### config.mk
export PLATFORM = sky130hd
export DESIGN_NAME = bmhq_ctrl
export DESIGN_NICKNAME = d
export VERILOG_FILES = /design/src/hdl/bmhq_pkg.sv /design/src/hdl/bmhq_ctrl.sv
export SDC_FILE = /design/constraint.sdc
export NUM_CORES = 1
export LEC_CHECK = 0
export BUFFER_PORTS_ARGS = -buffer_cell sky130_fd_sc_hd__buf_4
export CAP_MARGIN = 40
export CORE_AREA = 8 8 45 47
export DETAILED_ROUTE_END_ITERATION = 8
export DIE_AREA = 0 0 53 55
export PLACE_DENSITY = 0.56
export SLEW_MARGIN = 25
export SYNTH_ARGS = -nofsm -noshare
export SYNTH_HDL_FRONTEND = slang
export SYNTH_SLANG_ARGS = --single-unit
### constraint.sdc
create_clock -name aclk -period 2.3 [get_ports aclk]
set_clock_uncertainty 0.05 [all_clocks]
set_input_delay 0.345 -clock aclk [delete_from_list [all_inputs] [get_ports aclk]]
set_output_delay 0.345 -clock aclk [all_outputs]
set_load 0.02 [all_outputs]
### src/hdl/bmhq_pkg.sv
// Package: sizes, entry type, status codes and controller/datapath interface types.
`default_nettype none

package bmhq_pkg;

    localparam int CAPACITY = 256;
    localparam int ADDR_W   = (CAPACITY > 2) ? $clog2(CAPACITY) : 1;
    localparam int CNT_W    = $clog2(CAPACITY + 1);
    localparam int CHILD_W  = ADDR_W + 2;

    localparam int KEY_W  = 32;
    localparam int PAY_W  = 16;
    localparam int OCC_W  = 9;
    localparam int STAT_W = 2;

    localparam int S_TDATA_W = ((KEY_W + PAY_W + 7) / 8) * 8;
    localparam int M_FIELD_W = KEY_W + PAY_W + OCC_W;
    localparam int M_TDATA_W = ((M_FIELD_W + 7) / 8) * 8;
    localparam int M_PAD_W   = M_TDATA_W - M_FIELD_W;

    typedef struct packed {
        logic [KEY_W-1:0] key;
        logic [PAY_W-1:0] payload;
    } entry_t;

    typedef enum logic [STAT_W-1:0] {
        STAT_OK    = 2'd0,
        STAT_FULL  = 2'd1,
        STAT_EMPTY = 2'd2
    } status_t;

    typedef enum logic {
        MODE_INSERT  = 1'b0,
        MODE_EXTRACT = 1'b1
    } mode_t;

    typedef enum logic [2:0] {
        OP_IDLE,
        OP_ACCEPT,
        OP_INS_CHK,
        OP_INS_STEP,
        OP_EXT_READ,
        OP_EXT_LOAD,
        OP_DN_READ,
        OP_DN_STEP
    } op_t;

    typedef struct packed {
        op_t  op;
        logic load_out;
    } ctrl_cmd_t;

    typedef struct packed {
        logic full;
        logic empty;
        logic pos_zero;
        logic ins_less;
        logic dn_move;
    } dp_stat_t;

    typedef enum logic [2:0] {
        ST_IDLE,
        ST_INS_CHK,
        ST_INS_CMP,
        ST_EXT_RD,
        ST_EXT_LD,
        ST_DN_RD,
        ST_DN_CMP,
        ST_FINISH
    } state_t;

endpackage

`default_nettype wire

### src/hdl/bmhq_ctrl.sv
// Controller: sequences insert sift-up and extract sift-down over the datapath.
`default_nettype none

module bmhq_ctrl (
    input  wire logic               aclk,
    input  wire logic               aresetn,
    input  wire logic               s_tvalid,
    output logic                    s_tready,
    input  wire logic               s_mode,
    output logic                    m_tvalid,
    input  wire logic               m_tready,
    input  wire bmhq_pkg::dp_stat_t stat,
    output bmhq_pkg::ctrl_cmd_t     cmd
);
    import bmhq_pkg::*;

    state_t state_reg, state_next;
    logic   m_tvalid_reg, m_tvalid_next;
    logic   accept;
    logic   out_free;

    assign accept   = s_tvalid && (state_reg == ST_IDLE);
    assign out_free = !m_tvalid_reg || m_tready;

    always_ff @(posedge aclk) begin
        if (!aresetn) begin
            state_reg    <= ST_IDLE;
            m_tvalid_reg <= 1'b0;
        end else begin
            state_reg    <= state_next;
            m_tvalid_reg <= m_tvalid_next;
        end
    end

    always_comb begin
        state_next = state_reg;
        unique case (state_reg)
            ST_IDLE: begin
                if (accept) begin
                    if (s_mode == MODE_INSERT) begin
                        state_next = stat.full ? ST_FINISH : ST_INS_CHK;
                    end else begin
                        state_next = stat.empty ? ST_FINISH : ST_EXT_RD;
                    end
                end
            end
            ST_INS_CHK: state_next = stat.pos_zero ? ST_FINISH : ST_INS_CMP;
            ST_INS_CMP: state_next = stat.ins_less ? ST_INS_CHK : ST_FINISH;
            ST_EXT_RD:  state_next = ST_EXT_LD;
            // count is already decremented: a single entry leaves nothing to sift
            ST_EXT_LD:  state_next = stat.empty ? ST_FINISH : ST_DN_RD;
            ST_DN_RD:   state_next = ST_DN_CMP;
            ST_DN_CMP:  state_next = stat.dn_move ? ST_DN_RD : ST_FINISH;
            ST_FINISH:  state_next = out_free ? ST_IDLE : ST_FINISH;
            default:    state_next = ST_IDLE;
        endcase
    end

    always_comb begin
        cmd.op       = OP_IDLE;
        cmd.load_out = 1'b0;
        unique case (state_reg)
            ST_IDLE:    cmd.op = accept ? OP_ACCEPT : OP_IDLE;
            ST_INS_CHK: cmd.op = OP_INS_CHK;
            ST_INS_CMP: cmd.op = OP_INS_STEP;
            ST_EXT_RD:  cmd.op = OP_EXT_READ;
            ST_EXT_LD:  cmd.op = OP_EXT_LOAD;
            ST_DN_RD:   cmd.op = OP_DN_READ;
            ST_DN_CMP:  cmd.op = OP_DN_STEP;
            ST_FINISH:  cmd.load_out = out_free;
            default:    cmd.op = OP_IDLE;
        endcase
    end

    assign m_tvalid_next = cmd.load_out || (m_tvalid_reg && !m_tready);

    assign s_tready = (state_reg == ST_IDLE);
    assign m_tvalid = m_tvalid_reg;

endmodule

`default_nettype wire

==> results.cfg, run 1 <==
[run_status]
status = completed

[worst_setup_path]
endpoint_kind = output port
rrSetupSlack_ps = 880
r2r-end = state_reg[2]
path_cells = nand3_1 > nor2b_1 > buf_4
rr_startpoint = state_reg[2]
crit_slowest_cell = dfxtp_1
reg2regPathDepth = 3
start_kind = flop
path_class = reg2out
crit_arrival_ps = 1330
max_stage_delay_ps = 620
crit_fanout = 14
cp.required_ps = 1900

[clock_network]
cts_hold_buffers = 0
cts_resized = 0
clock_sinks = 4
postCtsSetupRepairBufs = 0
cts_made_buffers = 3
path_clk_slew_ps = 40
insertion_delay_ps = 230
cts-root-buf = clkbuf_4
cts_tree = yes
h-tree-depth = 1
cts_buffer_depth = 2

[routing]
drt_iter0_drc = 5
wirelength_um = 753
avgViaCountPerCell = 4.67
ant_nets = 0
routedWlPerCell_um = 11.2
firstDrtPassIters = 2
drc = 0
vias = 313

[sta]
finalSetupTns_ps = 0
finalSetupViolCount = 0
fin_crit_sh = 0.748
hold_viol_final = 0
holdWs_ps = 325
rsz0062_at_grt = false
fmax_mhz = 581
relSlewSlack = 0.667
worstMarginPinSlew_ps = 499
finalWorstPathRequiredPeriod_ps = 1720
setup_slack_ps = 579
drv_slew = 0

[global_routing]
grtUsageMet1 = 0.0592
grt_first_pass_wirelength_mm = 1.24
gr-usage-met2 = 0.0781
use_met3 = 0.0374
grt_max_degree = 15
antenna_found_initial = 0
grt_usage = 0.0573
grt-busiest-layer = met2
gr-total-overflow = 0
first_global_vias = 289

[hold_path]
hold_end = state_reg[1]
hp-start = aresetn
hold_path_class = in2reg
hold_depth = 3

[synth]
synth_common_cells = dfxtp_1 (4), a21oi_1 (3), nor3_1 (3)
async_flop_share = 0
yosysWarnings = 0
yosys.area.top_type = dfxtp_1
synthTopCellsByArea = dfxtp_1 (23%), o41ai_4 (8.1%), buf_6 (6.6%)
synth_edf_count = 0
seq_area_frac_synth = 0.234
synth_top_area_share = 0.234
synth_area_sq_um = 342
yosysMostFrequentCell = dfxtp_1
synth_cell_types = 26
syn_avg_cell_area_sq_um = 9.49
synth_cells = 36
synth-main-ff-cell = dfxtp_1
syn_nets = 46
ys_seq_elements = 4

[finish]
finalNetCount = 63
drive_gt1_frac = 0.529
layout-area-overhead-vs-synth_pct = 36.6
fill_cells = 155
largest_reg_flops = 3
antennaDiodeCount = 0
utilization = 0.337

[floorplan]
std_cell_rows = 14
die_x_um = 53
start_util = 0.247
fp.dieArea_sq_um = 2920
fp.coreArea_sq_um = 1380
boundaryPins = 16
die_h_um = 55

[place]
dp_slack_ps = 821
gp_congestion = 0.720
port_buffers = 15

[power]
peakVddDrop_mv = 0.294
power_leakage_nw = 0.198
power.density_nw_per_um2 = 951

[job]
maxCapViolations = 0
critical path: cells and delay by family (launching register included):
kind	cells	cell delay (ps)
simple gates	2	320
flops	1	620
buf+inv	1	150
cell type report:
type                    instances  area [sq um]  area share
well taps                      16          20.0      0.0429
multi-input cells              29           231       0.496
repair buffers                 15           113       0.241
clock buffers                   3          22.5      0.0483
flip-flops and latches          4          80.1       0.172
worst max-delay path by stage:
stage,to,from,slack (ps)
after floorplan,state_reg[2],state_reg[2],920
after global placement,cmd[0],state_reg[0],820
after detailed placement,cmd[0],state_reg[1],820
after CTS,cmd[0],state_reg[0],570
after global routing,cmd[0],state_reg[0],440
final,cmd[0],state_reg[0],580
power breakdown:
group          internal (W)  switching (W)  total [W]  leakage, nW
logic              0.000116      0.0000975   0.000214        0.151
registers         0.0000860      0.0000610   0.000147       0.0330
clock network     0.0000581      0.0000250  0.0000832       0.0138
metal layers:
metal	vias to the layer above	wire [um]
met5	-	0
met4	0	0
met3	0	103
met2	10	316
met1	139	334
li1	164	-
stage by stage:
stage | cell area, sq um | cells | power [W]
after floorplan | 342 | 36 | 0.000307
after global placement | 444 | 64 | 0.000365
after detailed placement | 444 | 64 | 0.000365
after CTS | 467 | 67 | 0.000453
after global routing | 467 | 67 | 0.000478
final | 467 | 67 | 0.000444
cells by family (layout without fill, tap and decap cells):
kind of cell / Yosys count / in the layout / share of synthesized area
flops: 4 / 4 / 0.234
mux: 1 / 1 / 0.0330
buf+inv: 3 / 18 / 0.0879
simple gates: 14 / 14 / 0.275
compound gates: 12 / 12 / 0.319
xor+xnor: 2 / 2 / 0.0513
layout by cell type, fill, tap and decap left out, drive strengths merged:
cell    instances
mux2            1
a21oi           4
xnor2           1
nor2b           2
clkbuf          3
a221oi          1
o41ai           1
a211o           2
nand3           1
dfxtp           4
nor2            1
nor3            3
nor3b           1
xor2            1
a21boi          2
nand2b          2
o22a            1
buf            15
and4b           1
nand2           2
and2b           1
o21ai           1
Note: power is estimated with default switching activity, not from simulation.
==> run 2, diff against run 1 <==
--- a/config.mk
+++ b/config.mk
@@ -5,12 +5,13 @@
 export SDC_FILE = /design/constraint.sdc
 export NUM_CORES = 1
 export LEC_CHECK = 0
+export ABC_AREA = 1
 export BUFFER_PORTS_ARGS = -buffer_cell sky130_fd_sc_hd__buf_4
 export CAP_MARGIN = 40
 export CORE_AREA = 8 8 45 47
 export DETAILED_ROUTE_END_ITERATION = 8
 export DIE_AREA = 0 0 53 55
-export PLACE_DENSITY = 0.56
+export PLACE_DENSITY = 0.52
 export SLEW_MARGIN = 25
 export SYNTH_ARGS = -nofsm -noshare
 export SYNTH_HDL_FRONTEND = slang
==> constraint.sdc (replaced) <==
create_clock -name aclk -period 1.8 [get_ports aclk]
set_clock_uncertainty 0.05 [all_clocks]
set_input_delay 0.27 -clock aclk [delete_from_list [all_inputs] [get_ports aclk]]
set_output_delay 0.27 -clock aclk [all_outputs]
set_load 0.02 [all_outputs]
==> run 2 against run 1 <==
Effect of this change: clock power up 41%; worst setup slack got worse by 350 ps; synthesized cell count up 42%; final cell count rose by 27%; synthesized area down 14%; utilization down 1.3 points; largest cell class unchanged; count of clock-buffer cells in the layout did not move; global-route usage increased by 0.058 points.
==> results.cfg, run 2 <==
[sta]
finalWorstPathRequiredPeriod_ps = 1570
worstMarginPinSlew_ps = 266
finalSetupTns_ps = 0
hold_viol_final = 0
fmax_mhz = 636
drv_slew = 0
finalSetupViolCount = 0
rsz0062_at_grt = false
fin_crit_sh = 0.874
relSlewSlack = 0.823

[worst_setup_path]
endpoint_kind = output port
start_kind = flop
path_class = reg2out
reg2regPathDepth = 6
crit_arrival_ps = 1250
crit_fanout = 7
cp.required_ps = 1480

[synth]
syn_avg_cell_area_sq_um = 5.77
synth-adder-area-share = 0
seq_area_frac_synth = 0.272
yosysWarnings = 0
syn_nets = 61
synth_common_cells = nand2_1 (15), inv_1 (7), nor2_1 (7), dfxtp_1 (4)
synth_cells = 51
synth_area_sq_um = 294
synth-simple-area-share = 0.455
synth_compound_area_frac = 0.157
synth.area.mux_share = 0
ys_seq_elements = 4
synthTopCellsByArea = dfxtp_1 (27%), nand2_1 (19%), inv_1 (8.9%)
synth-main-ff-cell = dfxtp_1
synth_edf_count = 0
synth_top_family_by_area = simple AND/OR/NAND/NOR gates
synth_xor_area_frac = 0
yosys.area.top_type = dfxtp_1
synth_cell_types = 15
yosysMostFrequentCell = nand2_1
async_flop_share = 0
synth_top_area_share = 0.272

[global_routing]
antenna_found_initial = 0
grt_first_pass_wirelength_mm = 1.22
first_global_vias = 301
grt_max_degree = 8
grt_usage = 0.0579
gr-total-overflow = 0

[place]
port_buffers = 15
dpl.hpwl_um = 678
gp_congestion = 0.783

[finish]
drive_gt1_frac = 0.362
final_cell_mix = nand2_1 (15), buf_4 (15), inv_1 (7), nor2_1 (7), dfxtp_1 (4)
antennaDiodeCount = 0
layout-area-overhead-vs-synth_pct = 52.8
register_area_sq_um = 80.1
largest_reg_flops = 3
finalNetCount = 81
fill_cells = 169
multiInputGateArea_sq_um = 180

[routing]
firstDrtPassIters = 3
ant_nets = 0
wirelength_um = 801
vias = 355
avgViaCountPerCell = 4.18
routedWlPerCell_um = 9.42
drt_iter0_drc = 6
drc = 0

[run_status]
status = completed

[job]
maxCapViolations = 0

[power]
p_int_w = 0.000361
power_leakage_nw = 0.246
netSwitchingPower_w = 0.000343
power_frac_clock = 0.166
swShare = 0.487
peakVddDrop_mv = 0.369
total_power_w = 0.000705
seqPwrFrac = 0.239
power.density_nw_per_um2 = 1570
combPwrFrac = 0.595

[clock_network]
cts_made_buffers = 3
cts-root-buf = clkbuf_4
insertion_delay_ps = 240
cts_resized = 0
cts_hold_buffers = 0
cts_buffer_depth = 2
h-tree-depth = 1
clock_sinks = 4
path_clk_slew_ps = 40
cts_tree = yes
postCtsSetupRepairBufs = 0

[floorplan]
std_cell_rows = 14
start_util = 0.212
die_x_um = 53
fp.coreArea_sq_um = 1380
fp.dieArea_sq_um = 2920
boundaryPins = 16
die_h_um = 55

[hold_path]
hold_path_class = in2reg
hold_depth = 2
## run 2: cell count changes in the layout (fill, tap and decap cells not counted), moves of 3 or more
cell	previous run	this run
inv_1	0	7
nand2_1	1	15
nor2_1	1	7
nor3_1	3	0
## run 2: path summary, 6_finish.rpt
path,from,endpoint,slack (ps)
worst min register to register,state_reg[0],state_reg[0],510
worst max register to register,state_reg[1],state_reg[0],670
worst max-delay path,state_reg[0],cmd[3],230
worst min-delay path,aresetn,m_tvalid,210
## run 2: layout make-up
| class | count | area share |
|---|---|---|
| well taps | 16 | 0.0446 |
| flip-flops and latches | 4 | 0.178 |
| clock buffers | 3 | 0.0501 |
| repair buffers | 15 | 0.251 |
| multi-input cells | 38 | 0.401 |
| inverters | 9 | 0.0752 |
## run 2: cells by family after synthesis
family | count (synthesis)
AOI/OAI and AO/OA | 8
DFF | 4
buffers and inverters | 9
and+or+nand+nor | 30
## run 2: worst max-delay path, cell delays in order, from the launching register on
cell	delay, ps
dfxtp_1	460
inv_2	100
nand2_1	100
nand3_1	100
o21ai_0	90
buf_4	160
## run 2: metrics by stage
step | hold slack [ps] | worst slack [ps] | cells | utilization | cell area, sq um
finish | 205 | 227 | 85 | 0.325 | 449
detailed placement | 453 | 462 | 82 | 0.308 | 427
CTS | 202 | 200 | 85 | 0.325 | 449
global placement | 453 | 454 | 82 | 0.308 | 427
floorplan | 338 | 474 | 51 | - | 294
global route | 222 | 133 | 85 | 0.325 | 449
## run 2: power groups by stage
stage	Clock (W)	Sequential, W	Combinational, W
6_report	0.000117	0.000168	0.000419
5_1_grt	0.000124	0.000175	0.000463
4_1_cts	0.000123	0.000167	0.000428
3_5_place_dp	0	0.000169	0.000427
3_3_place_gp	0	0.000167	0.000429
2_1_floorplan	0	0.000160	0.000276
## run 2: metal layers
| layer | GRT usage | routed length, um |
|---|---|---|
| met1 | 0.0608 | 360 |
| met2 | 0.0859 | 350 |
| met3 | 0.0187 | 67 |
| met4 | 0.0647 | 23 |
| met5 | 0 | 0 |
==> run 3, diff against run 2 <==
--- a/config.mk
+++ b/config.mk
@@ -12,6 +12,7 @@
 export DETAILED_ROUTE_END_ITERATION = 8
 export DIE_AREA = 0 0 53 55
 export PLACE_DENSITY = 0.52
+export SETUP_SLACK_MARGIN = 0.4
 export SLEW_MARGIN = 25
 export SYNTH_ARGS = -nofsm -noshare
 export SYNTH_HDL_FRONTEND = slang
==> run 3 against run 2 <==
Effect of this change: utilization rose by 4.9 points; count of clock-buffer cells in the layout unchanged; combinational power rose by 27%; flip-flop and latch count stayed put; largest cell class unchanged; final cell count is 4.7% higher; clock power barely moved; total power up 18%.
==> results.cfg, run 3 (synthesis results as in run 2) <==
[run_status]
status = completed

[finish]
fill_cells = 163
antennaDiodeCount = 0
finalNetCount = 85
drive_gt1_frac = 0.493
largest_reg_flops = 3
final_common_cell = buf_4
layout-area-overhead-vs-synth_pct = 75.7
final_area_sq_um = 517
final_cell_mix = buf_4 (18), nand2_1 (13), nor2_1 (7), inv_1 (6)

[sta]
finalSetupTns_ps = 0
fin_crit_sh = 0.770
setup_slack_ps = 414
rsz0062_at_grt = true
finalSetupViolCount = 0
hold_viol_final = 0
relSlewSlack = 0.858
holdWs_ps = 200
drv_slew = 0
fmax_mhz = 722
finalWorstPathRequiredPeriod_ps = 1390
worstMarginPinSlew_ps = 212

[clock_network]
clock_sinks = 4
path_clk_slew_ps = 40
h-tree-depth = 1
cts_made_buffers = 3
cts-root-buf = clkbuf_4
cts_buffer_depth = 2
insertion_delay_ps = 240
cts_tree = yes
cts_hold_buffers = 0

[place]
dp_slack_ps = 462
port_buffers = 15
place_area_sq_um = 427
dpl.hpwl_um = 678
gp_congestion = 0.783

[power]
seqPwrFrac = 0.216
swShare = 0.469
power_frac_clock = 0.142
total_power_w = 0.000832
power_leakage_nw = 0.275
netSwitchingPower_w = 0.000390
p_int_w = 0.000442
peakVddDrop_mv = 0.623
combPwrFrac = 0.642
power.density_nw_per_um2 = 1610

[routing]
vias = 375
drc = 0
firstDrtPassIters = 3
avgViaCountPerCell = 4.21
ant_nets = 0
drt_iter0_drc = 8
wirelength_um = 860
routedWlPerCell_um = 9.66

[floorplan]
die_x_um = 53
boundaryPins = 16
die_h_um = 55
start_util = 0.212
std_cell_rows = 14
fp.coreArea_sq_um = 1380
fp.dieArea_sq_um = 2920

[worst_setup_path]
crit_fanout = 6
start_kind = flop
endpoint_kind = output port
cp.required_ps = 1480
max_stage_delay_ps = 380
crit_arrival_ps = 1070
crit_slowest_cell = dfxtp_4
path_cells = inv_4 > nand2_2 > nand3_2 > o21ai_1 > buf_4
path_class = reg2out

[global_routing]
grt_first_pass_wirelength_mm = 1.30
first_global_vias = 320
grt_usage = 0.0618
antenna_found_initial = 0
gr-total-overflow = 0
grt_max_degree = 7

[hold_path]
hold_path_class = in2reg

[job]
maxCapViolations = 0
-- run 3: final cells by class --
cell class	count	area, sq um	area share
multi-input combinational	38	200	0.387
timing repair buffer	19	146	0.283
sequential	4	91.3	0.177
inverter	9	36.3	0.0702
clock buffer	3	22.5	0.0436
tap	16	20.0	0.0387
-- run 3: worst paths after layout --
path                startpoint           end  slack (ps)  depth (start not counted)
setup / recovery  state_reg[0]        cmd[3]         410                          5
hold / removal         aresetn      m_tvalid         200                          2
hold reg to reg   state_reg[0]  state_reg[0]         450                          1
setup reg to reg  state_reg[0]  state_reg[2]         690                          6
-- run 3: power by group through the flow --
stage	Combinational, W	Sequential, W	Clock (W)
3_5_place_dp	0.000427	0.000169	0
2_1_floorplan	0.000276	0.000160	0
3_3_place_gp	0.000429	0.000167	0
6_report	0.000534	0.000180	0.000118
4_1_cts	0.000510	0.000179	0.000123
5_1_grt	0.000582	0.000186	0.000126
-- run 3: routing by layer --
layer / wire length (um) / vias up / track usage
met1: 350 / 154 / 0.0609
met5: 0 / - / 0
met2: 419 / 14 / 0.0996
li1: - / 205 / -
met3: 67 / 2 / 0.0187
met4: 23 / 0 / 0.0647
-- run 3: through the flow --
stage	utilization	std cells
detailed placement	0.308	82
finish	0.373	89
global route	0.373	89
floorplan	-	51
global placement	0.308	82
CTS	0.362	88
-- run 3: worst max-delay path: cells and delay by family, from the launching register on --
family,cells,cell delay (ps)
buf+inv,2,200
flops,1,380
compound gates,1,80
simple gates,2,160
-- run 3: repair_timing --
| item | in CTS | in global routing |
|---|---|---|
| setup buffers | 3 | 1 |
| setup endpoints to repair | 5 | 3 |
| resized for setup | 13 | 2 |
| pin swaps | 0 | 0 |
